### config.mk
export PLATFORM = sky130hd
export DESIGN_NAME = positional_list_insert_delete
export DESIGN_NICKNAME = d
export VERILOG_FILES = /design/src/plid_pkg.sv /design/src/plid_dp.sv /design/src/plid_ctrl.sv /design/src/positional_list_insert_delete.sv
export SDC_FILE = /design/constraint.sdc
export NUM_CORES = 2
export LEC_CHECK = 0
export ABC_CLOCK_PERIOD_IN_PS = 6550
export BUFFER_PORTS_ARGS = -buffer_cell sky130_fd_sc_hd__clkbuf_2
export CAP_MARGIN = 10
export CORE_MARGIN = 2
export CORE_UTILIZATION = 60
export DETAILED_ROUTE_END_ITERATION = 16
export HOLD_SLACK_MARGIN = 0.03
export PLACE_DENSITY = 0.76
export SLEW_MARGIN = 5
export SYNTH_ARGS = -nofsm -noshare
export SYNTH_HDL_FRONTEND = slang
export SYNTH_SLANG_ARGS = --single-unit
### constraint.sdc
create_clock -name clk_i -period 6.55 [get_ports clk_i]
set_clock_uncertainty 0.05 [all_clocks]
set_input_delay 0.3275 -clock clk_i [delete_from_list [all_inputs] [get_ports clk_i]]
set_output_delay 0.3275 -clock clk_i [all_outputs]
set_load 0.05 [all_outputs]
### src/plid_pkg.sv
`default_nettype none

package plid_pkg;

  // Fixed field widths of the item and result ports
  localparam int KIND_W   = 2;
  localparam int POS_W    = 7;
  localparam int VALUE_W  = 32;
  localparam int STATUS_W = 2;
  localparam int LEN_W    = 7;

  // Operation codes
  localparam logic [KIND_W-1:0] KIND_INSERT = 2'd0;
  localparam logic [KIND_W-1:0] KIND_READ   = 2'd1;
  localparam logic [KIND_W-1:0] KIND_DELETE = 2'd2;

  // Result status codes
  localparam logic [STATUS_W-1:0] ST_OK     = 2'd0;
  localparam logic [STATUS_W-1:0] ST_BADPOS = 2'd1;
  localparam logic [STATUS_W-1:0] ST_FULL   = 2'd2;

  // Controller -> datapath commands
  typedef struct packed {
    logic                load;       // capture the incoming operation
    logic                start_ins;  // index <- count (topmost target)
    logic                start_del;  // index <- position - 1
    logic                step_ins;   // read index-1, write it to index next cycle
    logic                step_del;   // read index+1, write it to index next cycle
    logic                rd_elem;    // read entry at position - 1
    logic                put;        // write the new value at position - 1
    logic                cnt_inc;
    logic                cnt_dec;
    logic                set_res;    // latch result status
    logic [STATUS_W-1:0] res_status;
    logic                res_rd;     // result carries the read data
    logic                emit;       // load the output register
  } cmd_t;

  // Datapath -> controller status
  typedef struct packed {
    logic [KIND_W-1:0] kind;
    logic              ins_ok;    // 1 <= pos <= count + 1
    logic              rw_ok;     // 1 <= pos <= count
    logic              full;
    logic              ins_end;   // insert shift reached the target slot
    logic              del_end;   // delete shift reached the last entry
    logic              out_free;  // output register can take a result
  } stat_t;

endpackage

`default_nettype wire

### src/plid_dp.sv
`default_nettype none

module plid_dp #(
  parameter int CAPACITY      = 64,
  parameter int ELEMENT_WIDTH = 32
) (
  input  wire                           clk_i,
  input  wire                           rst_ni,
  input  wire  plid_pkg::cmd_t          cmd_i,
  output plid_pkg::stat_t               stat_o,
  input  wire  [plid_pkg::KIND_W-1:0]   kind_i,
  input  wire  [plid_pkg::POS_W-1:0]    position_i,
  input  wire  [plid_pkg::VALUE_W-1:0]  value_i,
  input  wire                           out_stall_i,
  output logic                          out_valid_o,
  output logic [plid_pkg::STATUS_W-1:0] status_o,
  output logic [plid_pkg::VALUE_W-1:0]  read_value_o,
  output logic [plid_pkg::LEN_W-1:0]    list_length_o
);

  localparam int AW = (CAPACITY > 1) ? $clog2(CAPACITY) : 1;
  localparam int CW = $clog2(CAPACITY + 1);
  localparam int XW = (CW > plid_pkg::POS_W) ? CW : plid_pkg::POS_W;
  localparam int RW = (ELEMENT_WIDTH > plid_pkg::VALUE_W) ? ELEMENT_WIDTH : plid_pkg::VALUE_W;

  logic [ELEMENT_WIDTH-1:0] mem_q [CAPACITY];

  logic [plid_pkg::KIND_W-1:0]   kind_q;
  logic [plid_pkg::POS_W-1:0]    pos_q;
  logic [ELEMENT_WIDTH-1:0]      val_q;
  logic [CW-1:0]                 count_q, count_d;
  logic [AW-1:0]                 idx_q, idx_d;
  logic [AW-1:0]                 wr_addr_q;
  logic                          wr_pend_q, wr_pend_d;
  logic [ELEMENT_WIDTH-1:0]      rdata_q;
  logic [plid_pkg::STATUS_W-1:0] res_status_q;
  logic                          res_rd_q;
  logic                          out_valid_q, out_valid_d;
  logic [plid_pkg::STATUS_W-1:0] out_status_q;
  logic [plid_pkg::VALUE_W-1:0]  out_value_q;
  logic [plid_pkg::LEN_W-1:0]    out_len_q;

  logic [XW-1:0]     pos_x, cnt_x, p0;
  logic [XW:0]       cnt_p1;
  logic [AW-1:0]     p0_a, rd_addr;
  logic              rd_en;
  logic [RW-1:0]     val_ext, rd_ext;
  logic [CW-1:0]     idx_p1;

  assign pos_x  = XW'(pos_q);
  assign cnt_x  = XW'(count_q);
  assign cnt_p1 = {1'b0, cnt_x} + (XW+1)'(1);
  assign p0     = pos_x - XW'(1);
  assign p0_a   = AW'(p0);
  assign idx_p1 = CW'(idx_q) + CW'(1);
  assign val_ext = RW'(value_i);

  always_comb begin
    stat_o.kind     = kind_q;
    stat_o.ins_ok   = (pos_x != '0) && ({1'b0, pos_x} <= cnt_p1);
    stat_o.rw_ok    = (pos_x != '0) && (pos_x <= cnt_x);
    stat_o.full     = (count_q == CW'(CAPACITY));
    stat_o.ins_end  = (idx_q == p0_a);
    stat_o.del_end  = (idx_p1 == count_q);
    stat_o.out_free = !out_valid_q || !out_stall_i;
  end

  // read port address select
  always_comb begin
    rd_en = cmd_i.step_ins || cmd_i.step_del || cmd_i.rd_elem;
    if (cmd_i.step_ins) begin
      rd_addr = idx_q - AW'(1);
    end else if (cmd_i.step_del) begin
      rd_addr = idx_q + AW'(1);
    end else begin
      rd_addr = p0_a;
    end
  end

  always_comb begin
    idx_d = idx_q;
    if (cmd_i.start_ins) begin
      idx_d = AW'(count_q);
    end else if (cmd_i.start_del) begin
      idx_d = p0_a;
    end else if (cmd_i.step_ins) begin
      idx_d = idx_q - AW'(1);
    end else if (cmd_i.step_del) begin
      idx_d = idx_q + AW'(1);
    end
    wr_pend_d = cmd_i.step_ins || cmd_i.step_del;
    count_d = count_q;
    if (cmd_i.cnt_inc) begin
      count_d = count_q + CW'(1);
    end else if (cmd_i.cnt_dec) begin
      count_d = count_q - CW'(1);
    end
    out_valid_d = out_valid_q;
    if (cmd_i.emit) begin
      out_valid_d = 1'b1;
    end else if (!out_stall_i) begin
      out_valid_d = 1'b0;
    end
  end

  // element store: one write, one registered read per cycle
  always_ff @(posedge clk_i) begin
    if (cmd_i.put) begin
      mem_q[p0_a] <= val_q;
    end else if (wr_pend_q) begin
      mem_q[wr_addr_q] <= rdata_q;
    end
    if (rd_en) begin
      rdata_q <= mem_q[rd_addr];
    end
  end

  always_ff @(posedge clk_i or negedge rst_ni) begin
    if (!rst_ni) begin
      count_q     <= '0;
      wr_pend_q   <= 1'b0;
      out_valid_q <= 1'b0;
    end else begin
      count_q     <= count_d;
      wr_pend_q   <= wr_pend_d;
      out_valid_q <= out_valid_d;
    end
  end

  assign rd_ext = RW'(rdata_q);

  always_ff @(posedge clk_i) begin
    if (cmd_i.load) begin
      kind_q <= kind_i;
      pos_q  <= position_i;
      val_q  <= val_ext[ELEMENT_WIDTH-1:0];
    end
    idx_q <= idx_d;
    if (cmd_i.step_ins || cmd_i.step_del) begin
      wr_addr_q <= idx_q;
    end
    if (cmd_i.set_res) begin
      res_status_q <= cmd_i.res_status;
      res_rd_q     <= cmd_i.res_rd;
    end
    if (cmd_i.emit) begin
      out_status_q <= res_status_q;
      out_value_q  <= res_rd_q ? rd_ext[plid_pkg::VALUE_W-1:0] : '0;
      out_len_q    <= plid_pkg::LEN_W'(count_q);
    end
  end

  assign out_valid_o   = out_valid_q;
  assign status_o      = out_status_q;
  assign read_value_o  = out_value_q;
  assign list_length_o = out_len_q;

endmodule

`default_nettype wire

### src/plid_ctrl.sv
`default_nettype none

module plid_ctrl (
  input  wire                   clk_i,
  input  wire                   rst_ni,
  input  wire                   in_valid_i,
  output logic                  idle_o,
  input  wire  plid_pkg::stat_t stat_i,
  output plid_pkg::cmd_t        cmd_o
);

  localparam logic [2:0] S_IDLE  = 3'd0;
  localparam logic [2:0] S_CHECK = 3'd1;
  localparam logic [2:0] S_SINS  = 3'd2;
  localparam logic [2:0] S_SDEL  = 3'd3;
  localparam logic [2:0] S_PUT   = 3'd4;
  localparam logic [2:0] S_RDW   = 3'd5;
  localparam logic [2:0] S_EMIT  = 3'd6;

  logic [2:0] state_q, state_d;

  assign idle_o = (state_q == S_IDLE);

  always_comb begin
    cmd_o   = '0;
    state_d = state_q;
    case (state_q)
      S_IDLE: begin
        if (in_valid_i) begin
          cmd_o.load = 1'b1;
          state_d    = S_CHECK;
        end
      end
      S_CHECK: begin
        cmd_o.set_res    = 1'b1;
        cmd_o.res_status = plid_pkg::ST_BADPOS;
        state_d          = S_EMIT;
        case (stat_i.kind)
          plid_pkg::KIND_INSERT: begin
            if (stat_i.ins_ok && stat_i.full) begin
              cmd_o.res_status = plid_pkg::ST_FULL;
            end else if (stat_i.ins_ok) begin
              cmd_o.set_res   = 1'b0;
              cmd_o.start_ins = 1'b1;
              state_d         = S_SINS;
            end
          end
          plid_pkg::KIND_READ: begin
            if (stat_i.rw_ok) begin
              cmd_o.set_res = 1'b0;
              cmd_o.rd_elem = 1'b1;
              state_d       = S_RDW;
            end
          end
          plid_pkg::KIND_DELETE: begin
            if (stat_i.rw_ok) begin
              cmd_o.set_res   = 1'b0;
              cmd_o.start_del = 1'b1;
              state_d         = S_SDEL;
            end
          end
          default: ;
        endcase
      end
      S_SINS: begin
        // last pending move lands this cycle when the end is reached
        if (stat_i.ins_end) begin
          state_d = S_PUT;
        end else begin
          cmd_o.step_ins = 1'b1;
        end
      end
      S_PUT: begin
        cmd_o.put        = 1'b1;
        cmd_o.cnt_inc    = 1'b1;
        cmd_o.set_res    = 1'b1;
        cmd_o.res_status = plid_pkg::ST_OK;
        state_d          = S_EMIT;
      end
      S_SDEL: begin
        if (stat_i.del_end) begin
          cmd_o.cnt_dec    = 1'b1;
          cmd_o.set_res    = 1'b1;
          cmd_o.res_status = plid_pkg::ST_OK;
          state_d          = S_EMIT;
        end else begin
          cmd_o.step_del = 1'b1;
        end
      end
      S_RDW: begin
        cmd_o.set_res    = 1'b1;
        cmd_o.res_status = plid_pkg::ST_OK;
        cmd_o.res_rd     = 1'b1;
        state_d          = S_EMIT;
      end
      S_EMIT: begin
        if (stat_i.out_free) begin
          cmd_o.emit = 1'b1;
          state_d    = S_IDLE;
        end
      end
      default: begin
        state_d = S_IDLE;
      end
    endcase
  end

  always_ff @(posedge clk_i or negedge rst_ni) begin
    if (!rst_ni) begin
      state_q <= S_IDLE;
    end else begin
      state_q <= state_d;
    end
  end

endmodule

`default_nettype wire

### src/positional_list_insert_delete.sv
// Channel  Direction  Handshake              Payload
// in       sink       in_valid_i/in_stall_o  kind_i, position_i, value_i
// out      source     out_valid_o/out_stall_i status_o, read_value_o, list_length_o
//
// One item at a time. An insert or a delete first shifts the tail of the list
// that starts at the given position; a read or a rejected item needs no
// shift. The shift moves one entry per cycle through the single read and
// write port of the element store.
// Reset clears the length and all control; the element store is not cleared.
// A stalled result sits in the output register; the next item is taken
// meanwhile and only its own result waits for the register to free.
`default_nettype none

module positional_list_insert_delete #(
  parameter int CAPACITY      = 64,
  parameter int ELEMENT_WIDTH = 32
) (
  input  wire                           clk_i,
  input  wire                           rst_ni,
  input  wire                           in_valid_i,
  output logic                          in_stall_o,
  input  wire  [plid_pkg::KIND_W-1:0]   kind_i,
  input  wire  [plid_pkg::POS_W-1:0]    position_i,
  input  wire  [plid_pkg::VALUE_W-1:0]  value_i,
  output logic                          out_valid_o,
  input  wire                           out_stall_i,
  output logic [plid_pkg::STATUS_W-1:0] status_o,
  output logic [plid_pkg::VALUE_W-1:0]  read_value_o,
  output logic [plid_pkg::LEN_W-1:0]    list_length_o
);

  plid_pkg::cmd_t  cmd;
  plid_pkg::stat_t stat;
  logic            idle;

  // controller takes an item only when idle
  assign in_stall_o = !idle;

  plid_ctrl u_ctrl (
    .clk_i      (clk_i),
    .rst_ni     (rst_ni),
    .in_valid_i (in_valid_i),
    .idle_o     (idle),
    .stat_i     (stat),
    .cmd_o      (cmd)
  );

  // store, length counter, shift index and output register
  plid_dp #(
    .CAPACITY      (CAPACITY),
    .ELEMENT_WIDTH (ELEMENT_WIDTH)
  ) u_dp (
    .clk_i         (clk_i),
    .rst_ni        (rst_ni),
    .cmd_i         (cmd),
    .stat_o        (stat),
    .kind_i        (kind_i),
    .position_i    (position_i),
    .value_i       (value_i),
    .out_stall_i   (out_stall_i),
    .out_valid_o   (out_valid_o),
    .status_o      (status_o),
    .read_value_o  (read_value_o),
    .list_length_o (list_length_o)
  );

  // a taken item keeps the block busy for the following cycle
  a_busy_after_take: assert property (@(posedge clk_i) disable iff (!rst_ni)
    in_valid_i && !in_stall_o |=> in_stall_o)
    else $error("input taken twice in a row");

  // a full status only comes from a list at capacity
  a_full_len: assert property (@(posedge clk_i) disable iff (!rst_ni)
    out_valid_o && (status_o == plid_pkg::ST_FULL) |->
      (list_length_o == plid_pkg::LEN_W'(CAPACITY)))
    else $error("full status with list below capacity");

  // read data only on a successful read
  a_rd_zero: assert property (@(posedge clk_i) disable iff (!rst_ni)
    out_valid_o && (status_o != plid_pkg::ST_OK) |-> (read_value_o == '0))
    else $error("read data on a failed item");

  // shift moves never overlap the final store of an insert
  a_put_alone: assert property (@(posedge clk_i) disable iff (!rst_ni)
    cmd.put |-> !cmd.step_ins && !cmd.step_del && !$past(cmd.step_ins))
    else $error("insert store collides with a pending move");

endmodule

`default_nettype wire

==> results.sh <==
export IMPL_fin_tns_setup_ns=0
export IMPL_ir_worst_vdd_v=0.0006182
export IMPL_die_x_um=385.2
export IMPL_cts_tree="built"
export IMPL_place_congestion=0.8969
export IMPL_fillCellCount=9277
export IMPL_cts_buffers=202
export IMPL_fin_area_sq_um=98100
export IMPL_fin_crit_ns=6.076
export IMPL_syn_num_nets=6245
export IMPL_drtAntennaViolNets=0
export IMPL_regToRegStartpoint="u_dp.pos_q[0]"
export IMPL_cts_hold_buf=44
export IMPL_post_place_ws_ns=0.6445
export IMPL_crit_path_end_kind="flop"
export IMPL_max_slew_margin=0.1615
export IMPL_rr_endpoint="u_dp.rd_ext[27]"
export IMPL_finalSetupViolCount=0
export IMPL_initial_utilization=0.6055
export IMPL_synth_flop_cell="edfxtp_1"
export IMPL_grt_overflow_total=0
export IMPL_required_ns=7.22
export IMPL_dr_first_iter_drc_count=8832
export IMPL_clock_path_buffers=3
export IMPL_drc_errors=0
export IMPL_routed_wl_um=242900
export IMPL_max_slew_worst_pin_slew_ns=1.258
export IMPL_max_freq_mhz=164.6
export IMPL_syn_instance_count=6171
export IMPL_yosysUniqueCellTypes=66
export IMPL_areaGrowthSynthToFinish_pct=12.50
export IMPL_p_leak_nw=33.53
export IMPL_first_pass_iters=7
export IMPL_finalMaxSlewViolations=0
export IMPL_yosys_register_bits=2189
export IMPL_totalPowerFinal_w=0.05264
export IMPL_synth_seq_area_share=0.7531
export IMPL_worst_hold_startpoint="value_i[21]"
export IMPL_postCtsResizedCells=0
export IMPL_core_area_sq_um=144000
export IMPL_h_tree_depth=4
export IMPL_root_buffer="clkbuf_16"
export IMPL_fin_ws_ns=0.4742
export IMPL_row_count=139
export IMPL_cts_sinks=2189
export IMPL_worstHoldEndpoint="u_dp.val_q[21]"
export IMPL_pin_count=88
export IMPL_start_kind="flop"
export IMPL_min_path_cells=2
export IMPL_fp_dieH_um=385.2
export IMPL_grt_pass1_wl_um=352100
export IMPL_min_delay_path_class="primary input to flop"
export IMPL_cap_violations=0
export IMPL_final_layout_size_suffix_gt1_frac=0.1076
export IMPL_routedWlPerCell_um=28.89
export IMPL_clk_latency_ns=0.85
export IMPL_synth_edf_count=2177
export IMPL_rsz0062_at_grt="no"
export IMPL_status="completed"
export IMPL_rr_worst_depth=15
export IMPL_worstPathMaxFanout=39
export IMPL_critPathKind="flop to flop"
export IMPL_avgSynthCellArea_sq_um=14.13
export IMPL_final_nets=6403
export IMPL_grt_pass1_vias=53310
export IMPL_r2r_slack_ns=0.47
export IMPL_critPathArrivalTime_ns=6.75
export IMPL_dieArea_sq_um=148400
export IMPL_antenna_found_initial=7
export IMPL_layout_common_cells="edfxtp_1 (2177), nand2_1 (1396), nand3_1 (881), a22oi_1 (286), mux2i_1 (285)"
export IMPL_hpwlAfterDp_um=132300
export IMPL_post_cts_setup_buffers=0
export IMPL_hold_viol=0
export IMPL_synth_warnings=0
export IMPL_netlist_area_sq_um=87200
export IMPL_clk_pin_slew_ns=0.07
export IMPL_num_vias=55870
export IMPL_power_density_nw_per_um2=536.6
export IMPL_grt_max_degree=110
export IMPL_viasPerCell=6.645
export IMPL_placed_cell_area_sq_um=91150
export IMPL_portBuffers=87
export IMPL_fin_crit_sh=0.9276
export IMPL_async_flop_share=0.005482
export IMPL_final_common_cell="edfxtp_1"
export IMPL_grt_usage=0.3267
[routing by layer]
metal | global-route usage | share of wire | up-vias
met4 | 0.1620 | 0.052 | 6
met5 | 0 | 0.00017 | -
met2 | 0.5018 | 0.46 | 4141
li1 | - | - | 23440
met3 | 0.07293 | 0.13 | 622
met1 | 0.4459 | 0.36 | 27660
[registers in the layout, summed over array words and instances, names as in the netlist]
name and cells:
u_dp.mem_q 2048, u_dp.wr_addr_q 6, u_dp.rd_ext 32, u_dp.res_status_q 2, u_dp.val_q 32, u_ctrl.state_q 3
u_dp.kind_q 2, u_dp.idx_q 6, u_dp.status_o 2, u_dp.wr_pend_q 1, u_dp.cnt_x 7, u_dp.res_rd_q 1
u_dp.read_value_o 32, u_dp.list_length_o 7, u_dp.out_valid_o 1, u_dp.pos_q 7
[critical path, cell delays in order (launching register included)]
cell and delay [ns]:
edfxtp_1 0.55, inv_1 0.23, ha_1 0.29, nor3b_2 0.18, xnor2_1 0.36, xnor2_1 0.17, a41oi_4 0.57, a21oi_4 0.19
inv_1 0.35, o22ai_1 0.23, nor2_4 0.87, buf_12 0.35, buf_12 0.33, a32oi_1 0.14, a21boi_0 0.85, a2111o_1 0.18
[how the worst max path moves through the flow]
stage                       start         endpoint  slack (ns)  cells after the start
floorplan           u_dp.cnt_x[2]   u_dp.rd_ext[0]        1.93                      8
global placement    u_dp.pos_q[0]  u_dp.rd_ext[27]        0.79                     15
detailed placement  u_dp.pos_q[0]  u_dp.rd_ext[27]        0.64                     15
CTS                 u_dp.pos_q[0]  u_dp.rd_ext[27]        0.63                     15
global route        u_dp.pos_q[0]  u_dp.rd_ext[27]        0.30                     15
finish              u_dp.pos_q[0]  u_dp.rd_ext[27]        0.47                     15
[power by group]
part | internal [W] | switching (W) | leakage, nW
logic | 0.00661 | 0.0158 | 10.7
clock network | 0.00625 | 0.00508 | 3.07
registers | 0.0183 | 0.000578 | 19.8
total | 0.0312 | 0.0214 | 33.5
[cells by family (layout without fill, tap and decap cells)]
family          Yosys count  count (layout)  synth area share
other cells               0               5                 0
buf+inv                 429             757           0.02267
fa+ha+maj                29              29          0.004247
simple gates           2446            2446            0.1205
xor+xnor                 35              35          0.003759
flops                  2189            2189            0.7531
compound gates          720             720           0.05793
mux                     323             323           0.03774
[Yosys cell counts, types with 33 or more instances]
cell type,instances,area [sq um]
clkbuf_1,158,593.1
mux2_2,36,405.4
a22oi_1,286,2147
nand3_1,881,4409
a31oi_1,33,206.5
nand2_1,1397,5244
a21oi_1,206,1031
nor2_1,89,334.1
buf_2,176,880.8
edfxtp_1,2177,65370
and2_1,35,219.0
buf_1,33,123.9
mux2i_1,286,2863
[metrics by stage]
| stage | utilization | hold slack (ns) | instances |
|---|---|---|---|
| finish | 0.6812 | 0.1365 | 8407 |
| CTS | 0.6798 | 0.1140 | 8393 |
| detailed placement | 0.6330 | 0.1942 | 7975 |
| floorplan | - | -0.01809 | 6171 |
| global placement | 0.6330 | 0.2012 | 7975 |
| global route | 0.6812 | 0.1454 | 8403 |
[layout make-up]
class | count | area, sq um | share of cell area
Sequential cell | 2189 | 65670 | 0.6694
Multi-Input combinational cell | 3553 | 20130 | 0.2052
Clock buffer | 253 | 5310 | 0.05413
Timing Repair Buffer | 351 | 3488 | 0.03556
Tap cell | 1903 | 2381 | 0.02427
Clock inverter | 121 | 985.9 | 0.01005
Inverter | 32 | 120.1 | 0.001224
Antenna cell | 5 | 12.51 | 0.0001275
Note: power is estimated with default switching activity, not from simulation.
